===== config.mk =====
export PLATFORM = sky130hd
export DESIGN_NAME = float_add_sub_convert
export DESIGN_NICKNAME = d
export VERILOG_FILES = /design/src/design/fasc_pkg.sv /design/src/design/float_add_sub_convert.sv
export SDC_FILE = /design/constraint.sdc
export NUM_CORES = 1
export LEC_CHECK = 0
export BUFFER_PORTS_ARGS = -buffer_cell sky130_fd_sc_hd__buf_2
export CAP_MARGIN = 20
export CORE_MARGIN = 8
export CORE_UTILIZATION = 63
export DETAILED_ROUTE_END_ITERATION = 8
export PLACE_DENSITY = 0.82
export SYNTH_ARGS = -nofsm -noshare
export SYNTH_HDL_FRONTEND = slang
export SYNTH_SLANG_ARGS = --single-unit

===== constraint.sdc =====
create_clock -name clk_i -period 9.1 [get_ports clk_i]
set_input_delay 2.73 -clock clk_i [delete_from_list [all_inputs] [get_ports clk_i]]
set_output_delay 2.73 -clock clk_i [all_outputs]
set_load 0.005 [all_outputs]

===== src/design/fasc_pkg.sv =====
// ----------------------------------------------------------------------------
// fasc_pkg
// Shared types, constants and helpers for the float add/sub/convert unit.
// ----------------------------------------------------------------------------
package fasc_pkg;

  typedef enum logic [2:0] {
    FUNC_ADD = 3'd0,
    FUNC_SUB = 3'd1,
    FUNC_NEG = 3'd2,
    FUNC_I2F = 3'd3,
    FUNC_F2I = 3'd4
  } func_e;

  localparam logic [31:0] SIGN_BIT   = 32'h8000_0000;
  localparam logic [31:0] EXP_FIELD  = 32'h7F80_0000;
  localparam logic [31:0] FRAC_FIELD = 32'h007F_FFFF;
  localparam logic [31:0] INT_MAX    = 32'h7FFF_FFFF;
  localparam int          EXP_BIAS   = 127;
  localparam int          FRAC_BITS  = 23;

  // position of the highest set bit (0 when the word is zero)
  function automatic logic [4:0] msb_pos(input logic [31:0] v);
    logic [4:0] p;
    p = 5'd0;
    for (int i = 0; i < 32; i++) begin
      if (v[i]) p = 5'(i);
    end
    return p;
  endfunction

endpackage


===== src/design/float_add_sub_convert.sv =====
// ----------------------------------------------------------------------------
// float_add_sub_convert
// Single-precision add, subtract, negate and int/float conversion pipeline.
// ----------------------------------------------------------------------------
// Usage:
//   Input channel in_valid_i / in_stall_o carries func_i, operand_a_i and
//   operand_b_i. A transaction completes on a rising edge with valid high
//   and stall low. Output channel out_valid_o / out_stall_i carries
//   result_word_o and range_flag_o, one result per input transaction, in
//   order.
//   The three registered stages are operand unpack and alignment, magnitude
//   add and int shift, then normalize and pack into the output register.
//   Throughput is one transaction per cycle while out_stall_i is low; the
//   three stage registers advance independently, so bubbles are squeezed out.
//   When the receiver stalls, the result holds and earlier stages keep
//   filling; in_stall_o rises only once all three stages are occupied.
//   Reset clears all stage valid bits; no result is pending afterwards.
//   Rounding is truncation; NaN and infinity get no special handling.
// ----------------------------------------------------------------------------
module float_add_sub_convert (
  input  logic        clk_i,
  input  logic        rst_ni,
  input  logic        in_valid_i,
  output logic        in_stall_o,
  input  logic [2:0]  func_i,
  input  logic [31:0] operand_a_i,
  input  logic [31:0] operand_b_i,
  output logic        out_valid_o,
  input  logic        out_stall_i,
  output logic [31:0] result_word_o,
  output logic        range_flag_o
);
  import fasc_pkg::*;

  logic en1, en2, en3;
  logic v1_q, v2_q, v3_q;

  // stage 1
  func_e       func1_q;
  logic        sign1_q, esub1_q;
  logic [7:0]  exp1_q;
  logic [23:0] m1_q, m2_q;
  logic [31:0] word1_q;

  func_e       func1_d;
  logic        sign1_d, esub1_d;
  logic [7:0]  exp1_d;
  logic [23:0] m1_d, m2_d;
  logic [31:0] word1_d;

  // stage 2
  func_e       func2_q;
  logic        sign2_q, ovf2_q;
  logic signed [9:0] base2_q;
  logic [31:0] val2_q;

  logic        sign2_d, ovf2_d;
  logic signed [9:0] base2_d;
  logic [31:0] val2_d;

  // stage 3
  logic [31:0] res3_d, res3_q;
  logic        flag3_d, flag3_q;

  assign en3        = !v3_q || !out_stall_i;
  assign en2        = !v2_q || en3;
  assign en1        = !v1_q || en2;
  assign in_stall_o = !en1;

  always_ff @(posedge clk_i or negedge rst_ni) begin
    if (!rst_ni) begin
      v1_q <= 1'b0;
      v2_q <= 1'b0;
      v3_q <= 1'b0;
    end else begin
      if (en1) v1_q <= in_valid_i;
      if (en2) v2_q <= v1_q;
      if (en3) v3_q <= v2_q;
    end
  end

  // ---- stage 1: unpack, align ----
  always_comb begin
    logic [31:0] bw;
    logic [7:0]  ea, eb;
    logic [23:0] ma, mb;
    func1_d = func_e'(func_i);
    bw = operand_b_i ^ ((func_i == FUNC_SUB) ? SIGN_BIT : 32'd0);
    ea = operand_a_i[30:23];
    eb = bw[30:23];
    ma = {(ea != 8'd0), operand_a_i[22:0]};
    mb = {(eb != 8'd0), bw[22:0]};
    sign1_d = operand_a_i[31];
    esub1_d = operand_a_i[31] ^ bw[31];
    word1_d = 32'd0;
    if (ea >= eb) begin
      exp1_d = ea;
      m1_d   = ma;
      m2_d   = mb >> (ea - eb);
    end else begin
      exp1_d = eb;
      m1_d   = ma >> (eb - ea);
      m2_d   = mb;
    end
    case (func_i)
      FUNC_NEG: word1_d = operand_a_i ^ SIGN_BIT;
      FUNC_I2F: word1_d = operand_a_i[31] ? (~operand_a_i + 32'd1) : operand_a_i;
      FUNC_F2I: begin
        exp1_d = ea;
        m1_d   = ma;
      end
      default: ;
    endcase
  end

  always_ff @(posedge clk_i) begin
    if (en1) begin
      func1_q <= func1_d;
      sign1_q <= sign1_d;
      esub1_q <= esub1_d;
      exp1_q  <= exp1_d;
      m1_q    <= m1_d;
      m2_q    <= m2_d;
      word1_q <= word1_d;
    end
  end

  // ---- stage 2: magnitude add / int shift ----
  always_comb begin
    logic [24:0] mr;
    logic        carry;
    logic signed [9:0] e;
    sign2_d = sign1_q;
    ovf2_d  = 1'b0;
    base2_d = 10'sd0;
    val2_d  = 32'd0;
    mr      = 25'd0;
    carry   = 1'b0;
    e       = $signed({2'b00, exp1_q}) - 10'sd127;
    case (func1_q)
      FUNC_ADD, FUNC_SUB: begin
        if (esub1_q) begin
          mr = sign1_q ? ({1'b0, m2_q} - {1'b0, m1_q}) : ({1'b0, m1_q} - {1'b0, m2_q});
          carry = mr[24];
          if (carry) mr = ~mr + 25'd1;
          sign2_d = carry;
          val2_d  = {8'd0, mr[23:0]};
          base2_d = $signed({2'b00, exp1_q}) - 10'sd23;
        end else begin
          mr = {1'b0, m1_q} + {1'b0, m2_q};
          carry = mr[24];
          val2_d  = carry ? {7'd0, mr} >> 1 : {7'd0, mr};
          base2_d = $signed({2'b00, exp1_q}) + $signed({9'd0, carry}) - 10'sd23;
        end
      end
      FUNC_NEG: val2_d = word1_q;
      FUNC_I2F: begin
        val2_d  = word1_q;
        base2_d = 10'sd127;
        sign2_d = sign1_q;
      end
      FUNC_F2I: begin
        if (e < 0) val2_d = 32'd0;
        else if (e <= 10'sd23) val2_d = {8'd0, m1_q} >> (5'd23 - e[4:0]);
        else if (e <= 10'sd31) val2_d = {8'd0, m1_q} << (e[4:0] - 5'd23);
        else val2_d = 32'd0;
        if (sign1_q) ovf2_d = (e > 10'sd31) || (e == 10'sd31 && m1_q != 24'h80_0000);
        else         ovf2_d = (e >= 10'sd31);
      end
      default: ;
    endcase
  end

  always_ff @(posedge clk_i) begin
    if (en2) begin
      func2_q <= func1_q;
      sign2_q <= sign2_d;
      ovf2_q  <= ovf2_d;
      base2_q <= base2_d;
      val2_q  <= val2_d;
    end
  end

  // ---- stage 3: normalize, pack, saturate ----
  always_comb begin
    logic [4:0]  p;
    logic [31:0] norm;
    logic signed [9:0] eo;
    p    = msb_pos(val2_q);
    norm = val2_q << (5'd31 - p);
    eo   = base2_q + $signed({5'd0, p});
    res3_d  = 32'd0;
    flag3_d = 1'b0;
    case (func2_q)
      FUNC_ADD, FUNC_SUB, FUNC_I2F: begin
        if (val2_q == 32'd0) begin
          res3_d = {sign2_q, 31'd0};
        end else if (eo >= 10'sd255) begin
          res3_d  = {sign2_q, 31'd0} | EXP_FIELD;
          flag3_d = 1'b1;
        end else if (eo <= 10'sd0) begin
          res3_d  = {sign2_q, 31'd0};
          flag3_d = 1'b1;
        end else begin
          res3_d = {sign2_q, eo[7:0], norm[30:8]};
        end
      end
      FUNC_NEG: res3_d = val2_q;
      FUNC_F2I: begin
        flag3_d = ovf2_q;
        if (sign2_q) res3_d = ovf2_q ? SIGN_BIT : (~val2_q + 32'd1);
        else         res3_d = ovf2_q ? INT_MAX : val2_q;
      end
      default: ;
    endcase
  end

  always_ff @(posedge clk_i) begin
    if (en3) begin
      res3_q  <= res3_d;
      flag3_q <= flag3_d;
    end
  end

  assign out_valid_o   = v3_q;
  assign result_word_o = res3_q;
  assign range_flag_o  = flag3_q;

endmodule


# Word-level counts from Yosys, hierarchy flattened
# Cells that the tools add are included.
[totals]
reg_bits = 176
wordCells = 147
inputBits = 71
output_inout_bits = 35
[op_classes]
eq_ne = 14
addsub = 16
magnitude_cmp = 8
shifts = 5
n_mux = 63
n_bitwise = 6
reduce_logical = 18
[ops]
columns = ["cell", "count"]
rows = [
  ["two-way mux 32 bit", 8],
  ["case mux 32 bit (3 select lines)", 2],
  ["two-way mux 5 bit", 30],
  ["two-way mux 24 bit", 6],
  ["two-way mux 31 bit", 3],
  ["adder 32 x 1 -> 32 bit, second input constant", 2],
  ["NOT 32 bit", 2],
  ["case mux 32 bit (2 select lines)", 1],
  ["subtractor 24 x 24 -> 25 bit", 2],
  ["right shift 24 x 8 -> 24 bit", 2],
  ["zero test 32 bit", 1],
  ["left shift 24 x 5 -> 32 bit", 1],
  ["left shift 32 x 5 -> 31 bit", 1],
  ["right shift 24 x 5 -> 32 bit", 1],
  ["bitwise XOR 32 bit", 1],
  ["adder 24 x 24 -> 25 bit", 1],
  ["two-way mux 25 bit", 1],
  ["adder 24 x 1 -> 24 bit, second input constant", 1],
  ["!= test 24 bit, second input constant", 1],
  ["NOT 24 bit", 1],
  ["case mux 10 bit (2 select lines)", 1],
  ["== test 3 x 2 -> 1 bit, second input constant", 6],
  ["less-or-equal comparator 9 x 6 -> 1 bit, second input constant", 2],
  ["two-way mux 8 bit", 2],
  ["29 further kinds", 51],
]

# Longest topological paths before layout
[depth]
word_depth = 37
ltp_mapped = 22

# Worst setup path after synthesis
# No wires, ideal clock.
[synth_path]
kind = "input-to-output"
startpoint = "in out_stall_i"
endpoint = "out in_stall_o"
t_required_ps = 6370
n_path_buf = 0
slack_ps = 492
stages = 2
arrival_time_ps = 5878
path_cell_list = "nand4_1 > inv_1"
[synth_between]
elab_chain_cells = 5
[synth_rtl]
columns = ["element", "line", "text"]
rows = [
  ["from (decl)", "float_add_sub_convert.sv:29", "input logic out_stall_i,"],
  ["zero test 1 bit", "float_add_sub_convert.sv:65", "assign en3 = !v3_q || !out_stall_i;"],
  ["logical OR 1 bit", "float_add_sub_convert.sv:65", ""],
  ["logical OR 1 bit", "float_add_sub_convert.sv:66", "assign en2 = !v2_q || en3;"],
  ["logical OR 1 bit", "float_add_sub_convert.sv:67", "assign en1 = !v1_q || en2;"],
  ["zero test 1 bit", "float_add_sub_convert.sv:68", "assign in_stall_o = !en1;"],
  ["to (decl)", "float_add_sub_convert.sv:24", "output logic in_stall_o,"],
]
# Every way passes these cells.

# Worst setup path after layout
[layout_path]
startpoint = "reg val2_q[12]"
endpoint = "reg res3_q[5], in the netlist result_word_o[5], data pin"
[layout_between]
elab_chain_cells = 26
[layout_rtl]
columns = ["element", "line", "text"]
rows = [
  ["from (decl)", "float_add_sub_convert.sv:55", "logic [31:0] val2_q;"],
  ["from (signal assigned)", "float_add_sub_convert.sv:180", "val2_q <= val2_d;"],
  ["two-way mux 5 bit (20 in a row)", "fasc_pkg.sv:27", "if (v[i]) p = 5'(i);"],
  ["adder 10 x 6 -> 10 bit / subtractor 5 bit (equally long branches)", "float_add_sub_convert.sv:191, float_add_sub_convert.sv:190", ""],
  ["less-or-equal comparator 10 x 1 -> 1 bit / left shift 32 x 5 -> 31 bit (equally long branches)", "float_add_sub_convert.sv:201, float_add_sub_convert.sv:190", ""],
  ["two-way mux 31 bit", "float_add_sub_convert.sv:201", "end else if (eo <= 10'sd0) begin"],
  ["two-way mux 31 bit", "float_add_sub_convert.sv:198", "end else if (eo >= 10'sd255) begin"],
  ["two-way mux 31 bit *", "float_add_sub_convert.sv:196", "if (val2_q == 32'd0) begin"],
  ["case mux 32 bit (3 select lines) *", "float_add_sub_convert.sv:194", "case (func2_q)"],
  ["named net res3_d[5]", "float_add_sub_convert.sv:62", "logic [31:0] res3_d, res3_q;"],
  ["to (signal assigned)", "float_add_sub_convert.sv:220", "res3_q <= res3_d;"],
  ["to (decl)", "float_add_sub_convert.sv:62", ""],
]
# Mark *: on every way through the listed nets, which the timed path passes. The rest lies on a longest branch.
# A chain may end at the register's enable or synchronous reset.

==> metrics.md <==
| Metric | Value |
|---|---|
| Psw | `~0.0028 W` |
| Total Routing Usage GR | `39.7%` |
| Failing checks | `design-rule violations` |
| Hold Vio Cnt, Final | `0` |
| Root Buffer | `clkbuf_16` |
| CTS Sinks | `around 180` |
| Leak Pwr | `8.92 nW` |
| Post-DRT Antenna Nets | `0` |
| Rows | `66` |
| Gpl congestion | `approximately 1.1` |
| Max-cap violations | `0` |
| Fill cell count | `2666` |
| Worst vdd ir | `roughly 150 uV` |
| Clock Latency Late Sink | `roughly 460 ps` |
| Post-route minimum period | `between 6000 and 7000 ps` |
| Synth Area in Compound Gates | `27.9%` |
| Post-Synth Simple-Gate Area | `19.4%` |
| Die area | `slightly below 0.04 mm2` |
| Share of layout cells above drive strength 1 | `between 10% and 20%` |
| Total negative slack | `0 ps` |
| Initial antenna violation count | `1` |
| Post-Syn Nets | `roughly 2900` |
| H-Tree Depth | `4` |
| Ant diodes | `0` |
| Largest net degree at the start of global routing | `88` |
| Most instantiated cells after synthesis | `nand2_1, nor2_1, a21oi_1` |
| Starting Density | `~64%` |
| Flop pwr share | `between 20% and 30%` |
| Syn. warnings | `0` |
| Area share of the largest cell type after synthesis | `approximately a quarter` |
| Biggest area consumer among synthesized cells | `edfxtp_1` |
| Unrepaired setup endpoints after global routing | `no` |
| Area added between synthesis and finish | `6.29%` |
| Dpl hpwl | `slightly above 60000 um` |
| Slew Limit Fails | `0` |
| Number of synthesized flops with an enable pin | `between 150 and 200` |
| Critical path type | `reg2reg` |
| Largest family of logic cells by synthesized area | `compound AO/OA/AOI/OAI gates` |
| R2r setup slk | `2740 ps` |
| DRC Markers | `2` |
| Die Height | `198 um` |
| Critical Path RT | `about 9400 ps` |
| Cell Int Power | `0.00257 W` |
| Syn avg cell area | `approximately 7.7 um2` |
| Status | `finished with violations` |
| Die W | `just under 200 um` |
| Via-per-instance ratio | `7.18` |
| Final nets | `2858` |
| Critical path peak fanout | `19` |
| Cell Pwr Density | `approximately 240 mW/mm2` |
| CP endpoint kind | `flop` |
| Power share of the combinational group | `between 60% and 70%` |
| Top Ports | `~110` |
| Clock skew | `around 14 ps` |
| Grt ovf | `0` |
| CORE AREA | `0.0325 mm2` |
| Clock-pin slew on the worst setup and hold paths | `approximately 90 ps` |
| Final setup violation count | `0` |
| Storage cell area | `0.00527 mm2` |
| Post-synthesis mux area share | `roughly 9.0%` |
| Number of global-route vias before repair | `around 21000` |
| Critical Path Source Type | `flop` |
| Ys flop type | `edfxtp_1` |
| Final Core Density | `between 60% and 70%` |
| Synth Area in XOR/XNOR | `under 10%` |
| First-pass GRT wire length | `roughly 120000 um` |
| Hold Path Class | `reg2reg` |
| Cts hold-fix bufs | `0` |
| Post-route cell area | `approximately 0.022 mm2` |
| Register area share after synthesis | `25.3%` |
| Mapped Cells | `2711` |
| Clock group share of total power | `14.2%` |
| Synth async-reset ratio | `1.70%` |
| Routed vias | `about 23000` |
| Area contributors post-synth | `edfxtp_1, a21oi_1, ha_1, nand2_1, mux2i_1` |
| PortBufs | `approximately 110` |
| Most common cell in the synthesized netlist | `nand2_1` |
| Post-CTS setup buffers | `0` |
| Multi-input gate area | `between 0.01 and 0.015 mm2` |
| Sw frac | `~52%` |
| Synth Area in Adders | `between 6 and 7%` |
| CTS tree | `done` |
| Slew headroom | `about 20%` |
| Least-Margin Pin Slew | `1180 ps` |
| Placed inst area | `0.0216 mm2` |
| Num CTS Buffers | `17` |
| CP arrival | `6670 ps` |
| Post-synthesis cell area | `roughly 0.021 mm2` |
| Highest clock rate | `~160 MHz` |
| #FFs+latches synth | `roughly 180` |
| WL/cell | `25.4 um` |
| CTS resizes | `0` |
| Routed WL | `~80000 um` |
| DR pass1 iterations | `9` |
| Final worst path period share | `between 60% and 70%` |
| Clk buf depth | `2` |
| Synth unique cells | `96` |
| Starting DRT DRC Count | `roughly 3700` |
## cell families (layout without fill, tap and decap cells)
| logic type | Yosys count | in the layout |
|---|---|---|
| mux | 162 | 162 |
| flops | 176 | 176 |
| xor+xnor | 129 | 129 |
| simple gates | 885 | 885 |
| compound gates | 910 | 910 |
| buf+inv | 342 | 324 |
| fa+ha+maj | 107 | 107 |
## flip-flops by register name (all words and copies together), names as in the netlist, 3 cells and up
name           cells
exp1_q             8
func2_q            3
val2_q            32
m1_q              24
word1_q           32
m2_q              24
base2_q           10
func1_q            3
result_word_o     32
## power by group through the flow
stage,clock network [W],logic [W],registers (W)
after floorplan,0,0.00232,0.00117
after global placement,0,0.00307,0.00130
after detailed placement,0,0.00313,0.00131
after CTS,0.000754,0.00315,0.00129
after global routing,0.000786,0.00352,0.00132
final,0.000760,0.00329,0.00131
## routing by layer
layer	track usage (%)	part of all wire, %
met1	51.7	37
met2	60.9	43
met5	0	0
met4	21.5	6.2
met3	8.69	13
## placed cells by master (no fill, tap or decap), drive strengths merged, types with 14 or more instances in the layout
master and count:
nand2 300, nor2 287, a21oi 262, o21ai 225, edfxtp 173, inv 149
buf 149, mux2i 112, ha 101, xnor2 81, nor3 61, nand3 48
xor2 48, a31oi 43, o211ai 42, a22oi 40, nor2b 33, mux2 33
nor4 31, a211oi 29, a21o 28, a22o 28, nand2b 27, o22ai 26
o31ai 25, or3 23, o221ai 19, and3 18, clkbuf 18, mux4 17
and2 15, a221oi 15, a21boi 14
## worst paths after layout
kind,startpoint,end,cells after the start
max in group asynchronous,rst_ni,v1_q$_DFFE_PN0N_,1
worst min-delay path,v1_q$_DFFE_PN0N_,v2_q$_DFFE_PN0P_,1
worst max register to register,val2_q[12]$_DFFE_PP_,result_word_o[5]$_DFFE_PP_,20
worst max-delay path,val2_q[12]$_DFFE_PP_,result_word_o[5]$_DFFE_PP_,20
min in group asynchronous,rst_ni,out_valid_o$_DFFE_PN0P_,1
worst min register to register,v1_q$_DFFE_PN0N_,v2_q$_DFFE_PN0P_,1
## metrics by stage
| step | worst slack [ps] | cells | power, W | hold slack, ps |
|---|---|---|---|---|
| 6_report | 2740 | 3135 | 0.00537 | 492 |
| 5_1_grt | 2300 | 3135 | 0.00562 | 501 |
| 4_1_cts | 2890 | 3132 | 0.00519 | 494 |
| 3_5_place_dp | 2620 | 3100 | 0.00444 | 472 |
| 3_3_place_gp | 2800 | 3099 | 0.00437 | 445 |
| 2_1_floorplan | 492 | 2711 | 0.00348 | 435 |
## worst max-delay path: stages, from the launching register on
cell and delay, ps:
edfxtp_1 600, nand2b_1 160, a21o_1 120, a21oi_1 60
nor4_1 430, a21boi_1 360, nor2_4 520, inv_2 340
ha_1 320, fa_1 410, a21o_1 190, a21oi_1 210
nor2b_1 90, o21ai_0 320, mux2i_1 190, a311oi_1 470
and2_1 290, nand2b_1 400, nor2_1 390, o21ai_0 130
o21ai_0 180
## area by class of cell
class / instances / share of cell area, %
multi-input combinational: 2193 / 64.7
clock inverter: 14 / 0.711
sequential: 176 / 23.8
timing repair buffer: 149 / 3.95
inverter: 143 / 2.42
clock buffer: 18 / 1.94
tap: 442 / 2.49
No activity file was read; power rests on OpenSTA's default activity.
